File: src/rtl/assert_macros.svh
// Assertion macros used by the deframer back end.
`ifndef ASSERT_MACROS_SVH
`define ASSERT_MACROS_SVH
`ifndef ASSERT_OFF
`define ASSERT_CHK(lbl, clk, rstn, prop) \
  lbl: assert property (@(posedge clk) disable iff (!rstn) (prop)) \
    else $error("assertion failed");
`define ASSERT_NEVER(lbl, clk, rstn, expr) \
  lbl: assert property (@(posedge clk) disable iff (!rstn) !(expr)) \
    else $error("forbidden condition seen");
`else
`define ASSERT_CHK(lbl, clk, rstn, prop)
`define ASSERT_NEVER(lbl, clk, rstn, expr)
`endif
`endif

File: src/rtl/tmd_pkg.sv
// Shared types and constants for the typed message deframer.
package tmd_pkg;

  localparam int LengthBits  = 16;
  localparam int CountBits   = 17;
  localparam int NumTypes    = 256;
  localparam int TypeBits    = $clog2(NumTypes);
  localparam int FifoDepth   = 4;
  localparam int FifoPtrBits = $clog2(FifoDepth);

  localparam logic [CountBits-1:0] TlvHeader = CountBits'(3);

  typedef enum logic {
    FuncData    = 1'b0,
    FuncTableWr = 1'b1
  } func_e;

  typedef struct packed {
    logic [7:0]            data;
    logic [LengthBits-1:0] len;
  } tmd_op_t;

endpackage

File: src/rtl/typed_message_deframer_core.sv
// Top level of the typed message deframer.
//
//  channel  | handshake     | payload
//  ---------+---------------+------------------------------------------------
//  input    | push / full   | func_i, data_byte_i, entry_type_i, entry_length_i
//  result   | empty / pop   | msg_type_o, out_byte_o, byte_offset_o,
//           |               | total_length_o, is_last_o
//
//  One beat per cycle in and out while full stays low and results are popped; a data byte
//  passes the lookup stage, the queue write and the result register. Table writes give no result.
//  The length table lookup is one registered read of the 256-entry table.
//  Reset clears the table valid bits (every type reads as TLV) and parser state.
//  Result stalls fill the 4-entry queue, then the lookup stage, then full rises.
module typed_message_deframer_core
  import tmd_pkg::*;
(
  input  logic        clk_i,
  input  logic        rst_ni,
  input  logic        push,
  output logic        full,
  input  logic        func_i,
  input  logic [7:0]  data_byte_i,
  input  logic [7:0]  entry_type_i,
  input  logic [15:0] entry_length_i,
  output logic        empty,
  input  logic        pop,
  output logic [7:0]  msg_type_o,
  output logic [7:0]  out_byte_o,
  output logic [16:0] byte_offset_o,
  output logic [16:0] total_length_o,
  output logic        is_last_o
);

  logic    op_valid, op_full, op_empty, op_pop;
  tmd_op_t op_in, op_out;

  tmd_front u_front (
    .clk_i          (clk_i),
    .rst_ni         (rst_ni),
    .push           (push),
    .full           (full),
    .func_i         (func_i),
    .data_byte_i    (data_byte_i),
    .entry_type_i   (entry_type_i),
    .entry_length_i (entry_length_i),
    .op_valid_o     (op_valid),
    .op_o           (op_in),
    .op_full_i      (op_full)
  );

  tmd_fifo u_fifo (
    .clk_i   (clk_i),
    .rst_ni  (rst_ni),
    .wr_i    (op_valid),
    .wdata_i (op_in),
    .full_o  (op_full),
    .rd_i    (op_pop),
    .rdata_o (op_out),
    .empty_o (op_empty)
  );

  tmd_back u_back (
    .clk_i          (clk_i),
    .rst_ni         (rst_ni),
    .op_i           (op_out),
    .op_empty_i     (op_empty),
    .op_pop_o       (op_pop),
    .empty          (empty),
    .pop            (pop),
    .msg_type_o     (msg_type_o),
    .out_byte_o     (out_byte_o),
    .byte_offset_o  (byte_offset_o),
    .total_length_o (total_length_o),
    .is_last_o      (is_last_o)
  );

endmodule

File: src/rtl/tmd_front.sv
// Front end: input beat capture, length table, lookup stage.
module tmd_front
  import tmd_pkg::*;
(
  input  logic                  clk_i,
  input  logic                  rst_ni,
  input  logic                  push,
  output logic                  full,
  input  logic                  func_i,
  input  logic [7:0]            data_byte_i,
  input  logic [7:0]            entry_type_i,
  input  logic [15:0]           entry_length_i,
  output logic                  op_valid_o,
  output tmd_op_t               op_o,
  input  logic                  op_full_i
);

  logic [LengthBits-1:0] mem_q [NumTypes];
  logic [NumTypes-1:0]   vld_q;
  logic                  stg_valid_q, stg_valid_d;
  logic [7:0]            stg_byte_q;
  logic [LengthBits-1:0] rd_q;
  logic                  rd_vld_q;
  logic                  accept, acc_data, acc_wr, advance;
  logic [TypeBits-1:0]   wr_idx, rd_idx;

  assign advance  = stg_valid_q && !op_full_i;
  assign full     = stg_valid_q && op_full_i;
  assign accept   = push && !full;
  assign acc_data = accept && (func_e'(func_i) == FuncData);
  assign acc_wr   = accept && (func_e'(func_i) == FuncTableWr) && (entry_type_i != 8'd0);
  assign wr_idx   = TypeBits'(entry_type_i);
  assign rd_idx   = TypeBits'(data_byte_i);

  assign stg_valid_d = acc_data || (stg_valid_q && !advance);

  always_ff @(posedge clk_i or negedge rst_ni) begin
    if (!rst_ni) begin
      stg_valid_q <= 1'b0;
      vld_q       <= '0;
    end else begin
      stg_valid_q <= stg_valid_d;
      if (acc_wr) begin
        vld_q[wr_idx] <= 1'b1;
      end
    end
  end

  always_ff @(posedge clk_i) begin
    if (acc_wr) begin
      mem_q[wr_idx] <= entry_length_i[LengthBits-1:0];
    end
    if (acc_data) begin
      rd_q       <= mem_q[rd_idx];
      rd_vld_q   <= vld_q[rd_idx];
      stg_byte_q <= data_byte_i;
    end
  end

  assign op_valid_o = stg_valid_q;
  assign op_o.data  = stg_byte_q;
  assign op_o.len   = rd_vld_q ? rd_q : '0;

endmodule

File: src/rtl/tmd_fifo.sv
// Small queue between the lookup front end and the parser.
module tmd_fifo
  import tmd_pkg::*;
(
  input  logic    clk_i,
  input  logic    rst_ni,
  input  logic    wr_i,
  input  tmd_op_t wdata_i,
  output logic    full_o,
  input  logic    rd_i,
  output tmd_op_t rdata_o,
  output logic    empty_o
);

  tmd_op_t                mem_q [FifoDepth];
  logic [FifoPtrBits-1:0] wptr_q, rptr_q;
  logic [FifoPtrBits:0]   cnt_q;
  logic                   do_wr, do_rd;

  assign full_o  = (cnt_q == (FifoPtrBits+1)'(FifoDepth));
  assign empty_o = (cnt_q == '0);
  assign do_wr   = wr_i && !full_o;
  assign do_rd   = rd_i && !empty_o;
  assign rdata_o = mem_q[rptr_q];

  always_ff @(posedge clk_i or negedge rst_ni) begin
    if (!rst_ni) begin
      wptr_q <= '0;
      rptr_q <= '0;
      cnt_q  <= '0;
    end else begin
      if (do_wr) begin
        wptr_q <= wptr_q + 1'b1;
      end
      if (do_rd) begin
        rptr_q <= rptr_q + 1'b1;
      end
      if (do_wr && !do_rd) begin
        cnt_q <= cnt_q + 1'b1;
      end else if (do_rd && !do_wr) begin
        cnt_q <= cnt_q - 1'b1;
      end
    end
  end

  always_ff @(posedge clk_i) begin
    if (do_wr) begin
      mem_q[wptr_q] <= wdata_i;
    end
  end

endmodule

File: src/rtl/tmd_back.sv
// Back end: message parser and result register.
`include "assert_macros.svh"
module tmd_back
  import tmd_pkg::*;
(
  input  logic                 clk_i,
  input  logic                 rst_ni,
  input  tmd_op_t              op_i,
  input  logic                 op_empty_i,
  output logic                 op_pop_o,
  output logic                 empty,
  input  logic                 pop,
  output logic [7:0]           msg_type_o,
  output logic [7:0]           out_byte_o,
  output logic [CountBits-1:0] byte_offset_o,
  output logic [CountBits-1:0] total_length_o,
  output logic                 is_last_o
);

  typedef enum logic [1:0] {
    PhType  = 2'd0,
    PhLenHi = 2'd1,
    PhLenLo = 2'd2,
    PhBody  = 2'd3
  } phase_e;

  phase_e               phase_q, phase_d;
  logic [7:0]           type_q, type_d;
  logic [CountBits-1:0] exp_q, exp_d;
  logic [CountBits-1:0] off_q, off_d;
  logic [7:0]           hi_q, hi_d;
  logic                 out_valid_q, out_valid_d;
  logic [7:0]           res_type, res_byte;
  logic [CountBits-1:0] res_off, res_total;
  logic                 res_last;
  logic                 take;
  logic [CountBits-1:0] lut_len, tlv_len;
  logic [CountBits:0]   off_inc;

  assign take     = !op_empty_i && (!out_valid_q || pop);
  assign op_pop_o = take;
  assign empty    = !out_valid_q;

  assign lut_len = CountBits'(op_i.len);
  assign tlv_len = {1'b0, hi_q, op_i.data} + TlvHeader;
  assign off_inc = {1'b0, off_q} + (CountBits+1)'(1);

  assign out_valid_d = take || (out_valid_q && !pop);

  always_comb begin
    phase_d   = phase_q;
    type_d    = type_q;
    exp_d     = exp_q;
    off_d     = off_q;
    hi_d      = hi_q;
    res_type  = type_q;
    res_byte  = op_i.data;
    res_off   = off_q;
    res_total = exp_q;
    res_last  = 1'b0;
    unique case (phase_q)
      PhType: begin
        type_d    = op_i.data;
        res_type  = op_i.data;
        exp_d     = lut_len;
        res_off   = '0;
        res_total = lut_len;
        off_d     = CountBits'(1);
        if (lut_len == '0) begin
          phase_d = PhLenHi;
        end else begin
          res_last = (lut_len == CountBits'(1));
          phase_d  = res_last ? PhType : PhBody;
        end
      end
      PhLenHi: begin
        hi_d      = op_i.data;
        res_off   = CountBits'(1);
        res_total = '0;
        off_d     = CountBits'(2);
        phase_d   = PhLenLo;
      end
      PhLenLo: begin
        exp_d     = tlv_len;
        res_off   = CountBits'(2);
        res_total = tlv_len;
        res_last  = (tlv_len == TlvHeader);
        off_d     = CountBits'(3);
        phase_d   = res_last ? PhType : PhBody;
      end
      PhBody: begin
        res_last = (off_inc >= {1'b0, exp_q});
        off_d    = off_inc[CountBits-1:0];
        if (res_last) begin
          phase_d = PhType;
        end
      end
      default: begin
        phase_d = PhType;
      end
    endcase
  end

  always_ff @(posedge clk_i or negedge rst_ni) begin
    if (!rst_ni) begin
      phase_q     <= PhType;
      type_q      <= '0;
      exp_q       <= '0;
      off_q       <= '0;
      hi_q        <= '0;
      out_valid_q <= 1'b0;
    end else begin
      out_valid_q <= out_valid_d;
      if (take) begin
        phase_q        <= phase_d;
        type_q         <= type_d;
        exp_q          <= exp_d;
        off_q          <= off_d;
        hi_q           <= hi_d;
        msg_type_o     <= res_type;
        out_byte_o     <= res_byte;
        byte_offset_o  <= res_off;
        total_length_o <= res_total;
        is_last_o      <= res_last;
      end
    end
  end

  `ASSERT_NEVER(a_last_no_len, clk_i, rst_ni, out_valid_q && is_last_o && (total_length_o == '0))
  `ASSERT_CHK(a_off_in_msg, clk_i, rst_ni, (out_valid_q && (total_length_o != '0)) |-> (byte_offset_o < total_length_o))
  `ASSERT_CHK(a_type_byte, clk_i, rst_ni, (out_valid_q && (byte_offset_o == '0)) |-> (msg_type_o == out_byte_o))

endmodule
File: config.mk
export PLATFORM = sky130hd
export DESIGN_NAME = typed_message_deframer_core
export DESIGN_NICKNAME = d
export VERILOG_FILES = /design/src/rtl/tmd_pkg.sv /design/src/rtl/typed_message_deframer_core.sv /design/src/rtl/tmd_front.sv /design/src/rtl/tmd_fifo.sv /design/src/rtl/tmd_back.sv
export VERILOG_INCLUDE_DIRS = /design/src /design/src/rtl
export SDC_FILE = /design/constraint.sdc
export NUM_CORES = 2
export LEC_CHECK = 0
export BUFFER_PORTS_ARGS = -buffer_cell sky130_fd_sc_hd__buf_2
export CAP_MARGIN = 15
export CORE_ASPECT_RATIO = 0.7
export CORE_MARGIN = 8
export CORE_UTILIZATION = 46
export CTS_BUF_LIST = sky130_fd_sc_hd__clkbuf_16
export CTS_CLUSTER_SIZE = 24
export DETAILED_ROUTE_END_ITERATION = 12
export SLEW_MARGIN = 30
export SYNTH_ARGS = -nofsm -noshare
export SYNTH_HDL_FRONTEND = slang
export SYNTH_MEMORY_MAX_BITS = 65536
export SYNTH_SLANG_ARGS = --single-unit
File: constraint.sdc
create_clock -name clk_i -period 3.55 [get_ports clk_i]
set_input_delay 0.71 -clock clk_i [delete_from_list [all_inputs] [get_ports clk_i]]
set_output_delay 0.71 -clock clk_i [all_outputs]
set_load 0.05 [all_outputs]
==> out/results.txt <==
Setup bufs post-CTS: 0
P_int: 89.0 mW
Tmin final: 3490 ps
Post-synth top area share: 0.726
Post-DP Area: 0.193 mm²
Average footprint of a synthesized cell: 23.1 µm²
First-pass GRT wire length: 659000 µm
WP data required: 4210 ps
Synth area leader: edfxtp_1
# setup viols final: 0
Post-DP HPWL: 287000 µm
MaxCap Viol Count: 0
Chip height: 534 µm
Cells after Synth: 7659
Critical path type: input port to flip-flop
Final GP Congestion: 0.825
Flop pwr share: 0.525
Total gr overflow: 0
Final Cycle Share: 0.984
Register-to-register setup slack: 150 ps
RSZ-0062 raised after global routing: false
Core area: 0.383 mm²
Setup_tns: 0 ps
Initial antenna violation count: 35
Drt drc: 0
Chip width: 757 µm
Synth top area cells: edfxtp_1, mux4_2, dfrtp_1
H-Tree Depth: 5
Total GRT Usage: 0.227
Number of I/O port buffers: 89
Final Worst Setup Slack: 55.4 ps
CTS root buffer: clkbuf_16
Switch share: 0.227
Sequential-to-total area share from yosys stat: 0.771
Yosys warns: 0
Fin. max-slew vios: 0
Total routed wirelength: 465000 µm
Skew final: 56.8 ps
DP Worst Slack: -875 ps
Final instance area: 0.207 mm²
Final core occ: 0.540
CTS tree: yes
Vias in the first global route: 86300
Reg clk slew, reported paths: 60 ps
Hold Crit Class: input port to flip-flop
Slowest stage delay, CP: 650 ps
Arr. time, crit path: 4160 ps
Largest net degree at the start of global routing: 132
Die Area: 0.404 mm²
Cell Count, Final, Fillers Out: 14000
Smallest hold slack: 107 ps
Nets@finish: 8632
WL/cell: 33.1 µm
Longest Clk Path Bufs: 4
Clk pwr share: 0.391
Status: completed
Io pins: 90
Final ANT Viol Nets: 0
Worst skew pair latency: 950 ps
Endpoint type of the worst setup path: flip-flop
Layout cells sized above 1: 0.353
CTS Buf Count: 418
Post-synth EDFFs: 4268
Top_reg_cell synth: edfxtp_1
Ys async rst share: 0.0691
Routed via count: 86200
Power Density: 557 mW/mm²
Hold Vio Cnt, Final: 0
Critical Path Start Type: input port
Leak pwr: 67.7 nW
Clock Sinks: 4585
Drt pass-1 iters: 5
Post-Syn Area: 0.177 mm²
Slowest cell on crit path: a22oi_1
Combinational power share: 0.084
Placed cell count: 13200
Rel. slew slack: 0.298
Highest ir drop seen on vdd: 0.000449 V
Vias per inst: 6.15
DRT iter0 DRCs: 11200
P_sw: 26.1 mW
Num rows: 190
#FFs+latches synth: 4585
Layout area overhead: 17.0%
Library cells used by synthesis: 60
Fmax: 286 MHz
Tot Pwr: 115 mW
Count leader, synth: edfxtp_1
Initial Utilization: 0.462
Top cells by count, synth: edfxtp_1, mux4_2, dfrtp_1, nor2_1, clkbuf_1
CP max FO: 14
Crit path cell chain: buf_12, buf_12, buf_12, buf_4, mux4_2, mux4_2, a22oi_1, buf_4, nand2_1, a22oi_1, buf_4, o221ai_1
Worst Tran Pin Value: 1050 ps
-- sequential cells by signal, indices dropped and copies added, names as in the netlist, 2 cells and up --
name,count
u_back.phase_q,2
u_back.msg_type_o,8
u_back.byte_offset_o,17
u_front.vld_q,256
u_back.exp_q,17
u_back.hi_q,8
u_back.off_q,17
u_back.type_q,8
u_front.stg_byte_q,8
u_fifo.rptr_q,2
u_fifo.mem_q,96
u_back.out_byte_o,8
u_fifo.cnt_q,3
u_front.rd_q,16
u_fifo.wptr_q,2
u_back.total_length_o,17
u_front.mem_q,4096
-- layout by cell type, fill, tap and decap left out, types with 90 or more instances in the layout --
master,instances
o21bai_1,127
clkinv_1,99
edfxtp_1,4268
or2_2,129
mux4_2,1381
dfrtp_1,317
nand2_1,147
buf_4,465
nor2_1,206
buf_12,362
inv_1,106
clkbuf_16,429
clkinv_2,90
-- what timing repair did --
action                                  in CTS  in global routing
endpoints found under the hold margin       33                  0
hold buffers                                 3                  0
resized for setup                            0                  1
endpoints found under the setup margin       0                  3
-- cells by family after synthesis --
group                    after synthesis  share of synthesized area
other                                  1                  0.0000212
adder cells (fa/ha/maj)               26                    0.00188
XOR/XNOR                              38                    0.00188
multiplexers                        1422                      0.179
AO/OA/AOI/OAI                        413                     0.0173
AND/OR/NAND/NOR                      695                     0.0182
buffers and inverters                479                     0.0112
flip-flops                          4585                      0.771
-- final cells by class --
class,count,area [µm²]
inverter,33,124
clock inverter,341,2830
sequential,4585,136000
timing repair buffer,921,11500
multi-input combinational,2610,38900
fill,28500,176000
antenna,10,25.0
tap,5088,6370
clock buffer,429,10700
-- routing by layer --
layer / vias to the layer above / routed length, µm / share of wire / track usage
met5: - / 13 / 0.000028 / 0
li1: 34300 / - / - / -
met4: 2 / 9850 / 0.021 / 0.0476
met3: 577 / 46100 / 0.099 / 0.0501
met2: 4168 / 206000 / 0.44 / 0.329
met1: 47100 / 203000 / 0.44 / 0.355
-- power groups by stage --
| stage | registers [mW] | logic [mW] | clock network (mW) |
|---|---|---|---|
| global placement | 61.5 | 9.54 | 0 |
| detailed placement | 61.5 | 9.71 | 0 |
| global route | 60.4 | 10.3 | 47.8 |
| floorplan | 61.8 | 5.13 | 0 |
| finish | 60.4 | 9.68 | 45.1 |
| CTS | 60.4 | 9.74 | 45.8 |
-- critical path: cells and delay by family --
family,cells,cell delay (ps)
muxes,2,1000
AOI/OAI and AO/OA,3,1090
buffers and inverters,6,1110
and+or+nand+nor,1,160
-- path summary, 6_finish.rpt --
check                                 start            endpoint  cells past startpoint
max in group asynchronous            rst_ni   u_front.vld_q[70]                      3
max reg2reg                 u_back.off_q[7]   u_back.phase_q[0]                     14
min in group asynchronous            rst_ni    u_fifo.rptr_q[0]                      2
min reg2reg                u_front.vld_q[0]    u_front.vld_q[0]                      0
max                          data_byte_i[0]     u_front.rd_q[6]                     12
min                                    push  u_front.op_valid_o                      3
Power figures use the tool's default switching activity.
